## config.mk

```make
export PLATFORM = sky130hd
export DESIGN_NAME = minv_out_flat
export DESIGN_NICKNAME = d
export VERILOG_FILES = /design/src/design/minv_pkg.sv /design/src/design/minv_out_if.sv /design/src/design/minv_out.sv /design/src/flat_wrapper.sv
export SDC_FILE = /design/constraint.sdc
export NUM_CORES = 1
export LEC_CHECK = 0
export BUFFER_PORTS_ARGS = -buffer_cell sky130_fd_sc_hd__buf_2
export CAP_MARGIN = 20
export CORE_AREA = 2 2 739 741
export DETAILED_ROUTE_END_ITERATION = 16
export DIE_AREA = 0 0 741 743
export HOLD_SLACK_MARGIN = 0.05
export PLACE_DENSITY = 0.3
export SYNTH_ARGS = -nofsm -noshare
export SYNTH_HDL_FRONTEND = slang
export SYNTH_SLANG_ARGS = --single-unit
```

## constraint.sdc

```tcl
create_clock -name clk -period 19.45 [get_ports clk]
set_clock_uncertainty 0.2 [all_clocks]
set_input_delay 0 -clock clk [delete_from_list [all_inputs] [get_ports clk]]
set_output_delay 0 -clock clk [all_outputs]
set_load 0.1 [all_outputs]
```

## src/design/minv_pkg.sv

```systemverilog
// Package of the 3x3 fixed-point matrix inverse: widths, word types and
// pipeline structs. No dependencies.
package minv_pkg;

	localparam int EW    = 32;          // element width
	localparam int FB    = 16;          // fraction bits
	localparam int CW    = 2 * EW + 1;  // signed cofactor width
	localparam int CMW   = 2 * EW;      // cofactor magnitude width
	localparam int DW    = 3 * EW + 3;  // signed determinant width
	localparam int DMW   = DW - 1;      // determinant magnitude width
	localparam int NW    = CMW + 2 * FB; // scaled numerator width
	localparam int PW    = DMW + EW;    // width of the range pre-check
	localparam int NLANE = 9;

	typedef logic signed [EW-1:0]   elem_t;
	typedef logic signed [2*EW-1:0] prod_t;
	typedef logic signed [CW-1:0]   cof_t;
	typedef logic [CMW-1:0]         cmag_t;
	typedef logic [DMW-1:0]         dmag_t;

	typedef struct packed {
		elem_t m00; elem_t m01; elem_t m02;
		elem_t m10; elem_t m11; elem_t m12;
		elem_t m20; elem_t m21; elem_t m22;
	} mat_t;

	typedef struct packed {
		elem_t r00; elem_t r01; elem_t r02;
		elem_t r10; elem_t r11; elem_t r12;
		elem_t r20; elem_t r21; elem_t r22;
		logic  singular;
		logic  saturated;
	} res_t;

	// One quotient lane of the restoring divider.
	typedef struct packed {
		dmag_t         rem;
		logic [EW-1:0] nlo;  // numerator bits still to shift in
		logic [EW-1:0] q;
		logic          neg;
		logic          sat;  // quotient known to exceed the element range
	} lane_t;

	typedef struct packed {
		logic  zero;
		dmag_t dmag;
		lane_t [NLANE-1:0] lane;
	} div_t;

endpackage

```

## src/design/minv_out_if.sv

```systemverilog
// Output channel of the 3x3 inverse: one result word per handshake.
// Depends on minv_pkg.
interface minv_out_if;
	import minv_pkg::*;
	logic valid;
	logic ready;
	res_t data;
	modport source (output valid, output data, input ready);
	modport sink (input valid, input data, output ready);
endinterface

```

## src/design/minv_out.sv

```systemverilog
// Output stage: sign, saturation and the singular case, then a two-word
// queue whose head drives the output channel. Depends on minv_pkg.
module minv_out (
	input  logic              clk,
	input  logic              arst_n,
	input  logic              in_valid,
	input  minv_pkg::div_t    item,
	output logic              en,
	minv_out_if.source        out_ch
);
	import minv_pkg::*;

	localparam elem_t MAXV = {1'b0, {(EW - 1){1'b1}}};
	localparam elem_t MINV = {1'b1, {(EW - 1){1'b0}}};
	localparam logic [EW-1:0] HALF = {1'b1, {(EW - 1){1'b0}}};

	elem_t r [9];
	logic  sat_any;
	res_t  fmt;
	res_t  head_q, tail_q;
	logic [1:0] cnt_q;
	logic  push, pop;

	always_comb begin
		sat_any = 1'b0;
		for (int i = 0; i < NLANE; i++) begin
			if (item.lane[i].sat) begin
				r[i] = item.lane[i].neg ? MINV : MAXV;
				sat_any = 1'b1;
			end else if (item.lane[i].neg) begin
				if (item.lane[i].q > HALF) begin
					r[i] = MINV;
					sat_any = 1'b1;
				end else begin
					r[i] = -$signed(item.lane[i].q);
				end
			end else if (item.lane[i].q[EW-1]) begin
				r[i] = MAXV;
				sat_any = 1'b1;
			end else begin
				r[i] = $signed(item.lane[i].q);
			end
		end
		if (item.zero) begin
			for (int i = 0; i < NLANE; i++)
				r[i] = '0;
			sat_any = 1'b0;
		end
		fmt.r00 = r[0]; fmt.r01 = r[1]; fmt.r02 = r[2];
		fmt.r10 = r[3]; fmt.r11 = r[4]; fmt.r12 = r[5];
		fmt.r20 = r[6]; fmt.r21 = r[7]; fmt.r22 = r[8];
		fmt.singular  = item.zero;
		fmt.saturated = sat_any;
	end

	// The pipeline moves only while the queue has a free slot.
	assign en   = cnt_q != 2'd2;
	assign push = in_valid && en;
	assign pop  = out_ch.valid && out_ch.ready;

	assign out_ch.valid = cnt_q != 2'd0;
	assign out_ch.data  = head_q;

	always_ff @(posedge clk or negedge arst_n) begin
		if (!arst_n)
			cnt_q <= 2'd0;
		else if (push && !pop)
			cnt_q <= cnt_q + 2'd1;
		else if (pop && !push)
			cnt_q <= cnt_q - 2'd1;
	end

	always_ff @(posedge clk) begin
		if (push && !pop) begin
			if (cnt_q == 2'd0)
				head_q <= fmt;
			else
				tail_q <= fmt;
		end else if (pop && !push) begin
			head_q <= tail_q;
		end else if (push && pop) begin
			head_q <= fmt;
		end
	end

endmodule

```

## src/flat_wrapper.sv

```systemverilog
// flat-port wrapper written by rule: the top's interface ports become plain ports
module minv_out_flat import minv_pkg::*;
  (clk, arst_n, in_valid, item, en, out_ch_valid, out_ch_data, out_ch_ready);
  minv_out_if out_ch_i ();
  input  logic clk;
  input  logic arst_n;
  input  logic in_valid;
  input  minv_pkg::div_t item;
  output logic en;
  output wire logic [$bits(out_ch_i.valid)-1:0] out_ch_valid;
  output wire logic [$bits(out_ch_i.data)-1:0] out_ch_data;
  input wire logic [$bits(out_ch_i.ready)-1:0] out_ch_ready;
  assign out_ch_valid = out_ch_i.valid;
  assign out_ch_data = out_ch_i.data;
  assign out_ch_i.ready = out_ch_ready;
  minv_out u_core (.clk(clk), .arst_n(arst_n), .in_valid(in_valid), .item(item), .en(en), .out_ch(out_ch_i));
endmodule
```

==> results of run 1 <==
## cell type report
cell class              instances  area (µm²)
well taps                    7234        9050
diodes                         36        90.1
flip-flops and latches        582       17500
repair buffers               1481       11700
inverters                      67         251
clock buffers                  95        2210
multi-input cells            2303       13800
fillers                     62600      488000
clock inverters                51         549
## registers in the layout, indices dropped and copies added, names as in the netlist
register            flops
u_core.out_ch.data    290
u_core.cnt_q            2
u_core.tail_q         290
## per-layer routing
layer	up-vias	global-route usage, %
met2	1053	12.2
met3	299	2.30
met4	38	3.79
met5	-	0
met1	16100	8.99
li1	14900	-
## path summary, 6_finish.rpt
kind / end / slack (ps) / startpoint
min: u_core.tail_q[1]$_DFFE_PP_ / 130 / item[1574]
max in group asynchronous: u_core.cnt_q[0]$_DFFE_PN0P_ / 18500 / arst_n
min in group asynchronous: u_core.cnt_q[1]$_DFFE_PN0P_ / 430 / arst_n
max reg2reg: u_core.out_ch.data[192]$_DFFE_PP_ / 14170 / u_core.cnt_q[0]$_DFFE_PN0P_
min reg2reg: u_core.out_ch.data[164]$_DFFE_PP_ / 280 / u_core.tail_q[164]$_DFFE_PP_
max: u_core.out_ch.data[192]$_DFFE_PP_ / 14170 / u_core.cnt_q[0]$_DFFE_PN0P_
## cells by family (layout without fill, tap and decap cells)
kind of cell             after synthesis  after routing  synth area share [%]
XOR/XNOR                              17             17                 0.463
AO/OA/AOI/OAI                        949            949                  18.7
buffers and inverters                277           1694                  3.28
flip-flops                           582            582                  54.3
adder cells (fa/ha/maj)               11             11                 0.428
other                                  0             36                     0
multiplexers                         129            129                  4.43
AND/OR/NAND/NOR                     1197           1197                  18.4
## through the flow
step	setup slack (ps)	power (mW)
6_report	14170	6.98
5_1_grt	13790	7.31
4_1_cts	13990	7.20
3_5_place_dp	14020	5.33
3_3_place_gp	14100	5.33
2_1_floorplan	3960	4.35
## worst max-delay path: stages, from the launching register on
cell	delay (ps)
dfrtp_1	430
nor2_1	280
nand2_1	140
nand2_4	660
buf_4	530
buf_4	630
buf_4	850
buf_4	910
## placed cells by master (no fill, tap or decap), drive strengths merged, types with 16 or more instances in the layout
master	count
dlygate4sd3	815
buf	666
edfxtp	580
nor2	366
a21oi	271
nand2	265
o21ai	245
nor3	145
mux2	106
clkbuf	95
a31oi	82
or3	71
inv	69
o31ai	68
nor4	61
or4	55
nand3	40
nor2b	39
diode	36
a22o	34
clkinv	33
or2	29
a21o	25
nand2b	25
mux2i	23
and2	23
o21a	20
o41ai	19
o22a	18
o31a	18
o22ai	17
a211oi	16
## power breakdown
group | internal (mW) | switching [mW]
Combinational | 0.502 | 2.80
Clock | 0.949 | 0.674
Sequential | 1.91 | 0.145
Total | 3.36 | 3.62
## what timing repair did
item / CTS / global route
setup endpoints to repair: 0 / 0
hold endpoints to repair: 601 / 0
hold buffers: 815 / 0
==> results.md, run 1 <==
- Status: finished, final reports clean
- Final Hold Viols: 0
- Starting Density: 5.92%
- RSZ-0062 raised after global routing: false
- Nets: 6111
- Initial antenna violation count: 100
- Worst EP arrival: 5450 ps
- Critical Path Fanout Max: 66
- Crit path kind: register to register
- Via Count: approximately 32000
- Share of layout cells above drive strength 1: a little over a fifth
- Max cap viols: 0
- CP Capture Type: register
- Crit share post-route: 27.1%
- Vias per cell: between 2 and 3
- CP Launch Type: register
- Placer Congestion: 0.818
- Non-Filler Instances: between 10000 and 15000
- Worst vdd ir: 138 µV
- Dpl cells: 10900
- Die area: 551000 µm²
- Register area share after synthesis: approximately 54%
- Drt pass-1 iters: 8
- Final number of max-transition violations: 0
- Post-synthesis net count: 4752
- Initial DRC Count: 2156
- Min Tclk post-route: 5280 ps
- Root Driver: clkbuf_16
- Area of the mapped netlist: 32200 µm²
- CTS tree: yes
- Hold/Removal Path Class: input pin to register
- Syn avg cell area: 10.2 µm²
- Ys Warns: 0
- Post-Route Utilization: between 10% and 20%
- Async set-reset flop share out of synthesis: less than 1%
- Core Rows: around 270
- Clock sink count: 582
- Hold depth: 2
- Clock latency on the worst-skew pair: 780 ps
- Tot GR Track Use: between 7 and 8%
- Total CTS buffers: 86
- Main flop type after synthesis: edfxtp_1
- Synth area leader: edfxtp_1
- Die Height: about 740 µm
- Detailed-routed wire length on met3: around 16000 µm
- Slew HR: approximately a quarter
- Final number of setup-violating endpoints: 0
- I/O pin total: about 1900
- Clk buf depth: 4
- PwrDens: 127 nW/µm²
- Vias in the first global route: 32700
- Commonest cells post-synth: edfxtp_1 (580), nor2_1 (365), a21oi_1 (271)
- WHS: 130 ps
- Hpwl dp: 167000 µm
- # DRC: 0
- Final instance area: ~55000 µm²
- Die width: roughly 740 µm
- Fmax: about 190 MHz
- Setup TNS: 0 ps
- Largest net degree at the start of global routing: 134
- Most frequent cell after synthesis: edfxtp_1
- Yosys top cell area share: 54.2%
- Synth Instances: 3162
- Synth-to-layout area growth: 71.3%
- Remaining global-route overflow: 0
- Worst endpoint required time: 19620 ps
- Depth of the CTS H-tree: 3
- Netlist cell types: 76
- Slew at the pin with the worst max-slew slack: 1120 ps
- Post-DP Area: between 40000 and 50000 µm²
- Post-synth EDFFs: 580
- Worst-path clk slew: ~60 ps
- Synth top area cells: edfxtp_1 (54%), nor2_1 (4.3%), a21oi_1 (4.2%), mux2_2 (3.7%), o21ai_0 (3.7%)
- DR WL/cell: 18.2 µm
- Post-Route WL: 216000 µm
- R2R cell count: 7
- Post-DRT Antenna Nets: 0
- Post-CTS Resized: 0
- Synth Register Bits: 582
- Highest routed layer: met5
- Post-CTS Setup Inserts: 0
- WL met2: 97400 µm
- Core ar.: ~540000 µm²
- Met1 wire length: 88600 µm
- Port bufs: 602
- Leak pwr: approximately 18 nW
- First-pass GRT wire length: 288000 µm
Power figures use the tool's default switching activity.
==> run 2: changes to the inputs <==
clock period = 4.75 ns   (was 19.45 ns; I/O delays follow)
==> results.md, run 2 (same netlist as run 1, synthesis figures left out) <==
- Die Height: 743 µm
- Final number of setup-violating endpoints: 0
- Post-Route Utilization: between 10% and 20%
- Most frequent cells in the layout: dlygate4sd3_1 (862), buf_2 (601), edfxtp_1 (580)
- Critical Path Fanout Max: 8
- Hold depth: 4
- Setup TNS: 0 ps
- # DRC: 0
- Drt pass-1 iters: 5
- Crit path kind: input pin to register
- Worst-path clk slew: 60 ps
- Largest net degree at the start of global routing: 96
- Port bufs: 602
- Worst vdd ir: approximately 520 µV
- Clk buf depth: 4
- Met1 wire length: slightly above 90000 µm
- Dpl cells: 10900
- Nets: between 6000 and 7000
- Depth of the CTS H-tree: 3
- DR WL/cell: around 18 µm
- PwrDens: 518 nW/µm²
- Root Driver: clkbuf_16
- Largest stage delay, worst path: 620 ps
- CP Launch Type: input pin
- Slew HR: 24.2%
- RSZ-0062 raised after global routing: false
- R2r startpoint: u_core.cnt_q[0]$_DFFE_PN0P_
- Total power: 29.1 mW
- I/O pin total: 1871
- WHS: 139 ps
- Vias per cell: 2.76
- Core ar.: 543000 µm²
- Commonest non-fill, non-tap cell in the layout: dlygate4sd3_1
- Remaining global-route overflow: 0
- CTS tree: yes
- Post-DRT Antenna Nets: 0
- Clock sink count: just under 600
- Initial antenna violation count: 98
- Starting Density: just under 6%
- Clock latency on the worst-skew pair: 810 ps
- Highest routed layer: met5
- CP dominant cell by count: dlygate4sd3_1
- Slew at the pin with the worst max-slew slack: 1140 ps
- Fmax: between 200 and 250 MHz
- Crit share post-route: 96.4%
- Max cap viols: 0
- Total CTS buffers: 88
- Top delay family on crit path: buffers and inverters
- Die width: 741 µm
- First-pass GRT wire length: 292000 µm
- Post-Route WL: 219000 µm
- Slowest-stage cell, CP: dlygate4sd3_1
- WL met2: 101000 µm
- Hold Path End: u_core.tail_q[233]$_DFFE_PP_
- Hold/Removal Path Class: input pin to register
- Worst endpoint required time: 5090 ps
- Status: finished, final reports clean
- Hold Startpoint: item[173]
- Placer Congestion: a little over 0.8
- R2R Setup Slk: a little over 800 ps
- Tot GR Track Use: under 10%
- Final number of max-transition violations: 0
- CP Capture Type: register
- Non-Filler Instances: 11900
- Die area: 551000 µm²
- Core Rows: 271
- CP cell instances: dlygate4sd3_1, buf_2, dlygate4sd3_1, inv_1, ha_1, or3b_2, nor4_1, buf_4, nand3b_1, xor2_1, dlygate4sd3_1, nand2_1, dlygate4sd3_1, a31oi_1, dlygate4sd3_1, mux2_2
- Min Tclk post-route: 4580 ps
- Hpwl dp: 170000 µm
- Synth-to-layout area growth: 74.8%
- Worst r2r dst: u_core.out_ch.data[210]$_DFFE_PP_
- Leak pwr: between 15 and 20 nW
- Vias in the first global route: 33100
- Buf/Inv on CP: 8
- Final Hold Viols: 0
- Worst EP arrival: around 5000 ps
- Share of layout cells above drive strength 1: 22.2%
- Initial DRC Count: around 2400
- Detailed-routed wire length on met3: about 16000 µm
- Via Count: 33000
- R2R cell count: 10
## run 2: metal layers
metal  track usage [%]  up-vias
met4              3.31       36
li1                  -    15100
met1              9.16    16400
met2              12.6     1130
met5                 0        -
met3              2.31      342
## run 2: worst reg2reg max path, stage by stage, from the launching register on
cell	delay (ps)
dfrtp_1	440
nor2_4	210
clkinvlp_4	140
nand2_4	120
inv_1	60
ha_1	230
nand2b_4	340
buf_4	660
and2_1	550
a21oi_1	130
dlygate4sd3_1	570
## run 2: where the power goes
part	leakage [nW]	switching, mW	total [mW]	internal [mW]
logic	11.4	11.5	13.7	2.20
clock network	1.42	2.83	6.96	4.13
registers	5.66	0.632	8.44	7.81
total	18.5	15.0	29.1	14.1
## run 2: repair_timing
item	in CTS	in global routing
endpoints found under the setup margin	0	3
hold endpoints to repair	664	0
buffers inserted	0	3
hold buffers	862	0
gates resized for setup	0	3
## run 2: worst max path at each step
stage          cells after the start  slack, ps                        start                           endpoint
2_1_floorplan                      5      -1670  u_core.cnt_q[0]$_DFFE_PN0P_         u_core.tail_q[0]$_DFFE_PP_
3_3_place_gp                      10        390                   item[1314]   u_core.out_ch.data[23]$_DFFE_PP_
3_5_place_dp                      10        410                   item[1314]   u_core.out_ch.data[23]$_DFFE_PP_
4_1_cts                           15        190                   item[1314]        u_core.tail_q[10]$_DFFE_PP_
5_1_grt                           16         20                      item[3]  u_core.out_ch.data[282]$_DFFE_PP_
6_report                          16        170                      item[3]  u_core.out_ch.data[282]$_DFFE_PP_
## run 2: cell type report
cell class / instances / area, µm²
Inverter: 67 / 255
Antenna cell: 35 / 87.6
Tap cell: 7234 / 9050
Multi-Input combinational cell: 2303 / 13900
Sequential cell: 582 / 17500
Clock inverter: 56 / 703
Clock buffer: 100 / 2250
Timing Repair Buffer: 1569 / 12600
Fill cell: 62500 / 487000
## run 2: stage by stage
step | setup slack (ps) | cell area [µm²]
5_1_grt | 17.2 | 56200
3_3_place_gp | 390 | 44500
4_1_cts | 190 | 56100
2_1_floorplan | -1670 | 32200
6_report | 171 | 56200
3_5_place_dp | 414 | 44500
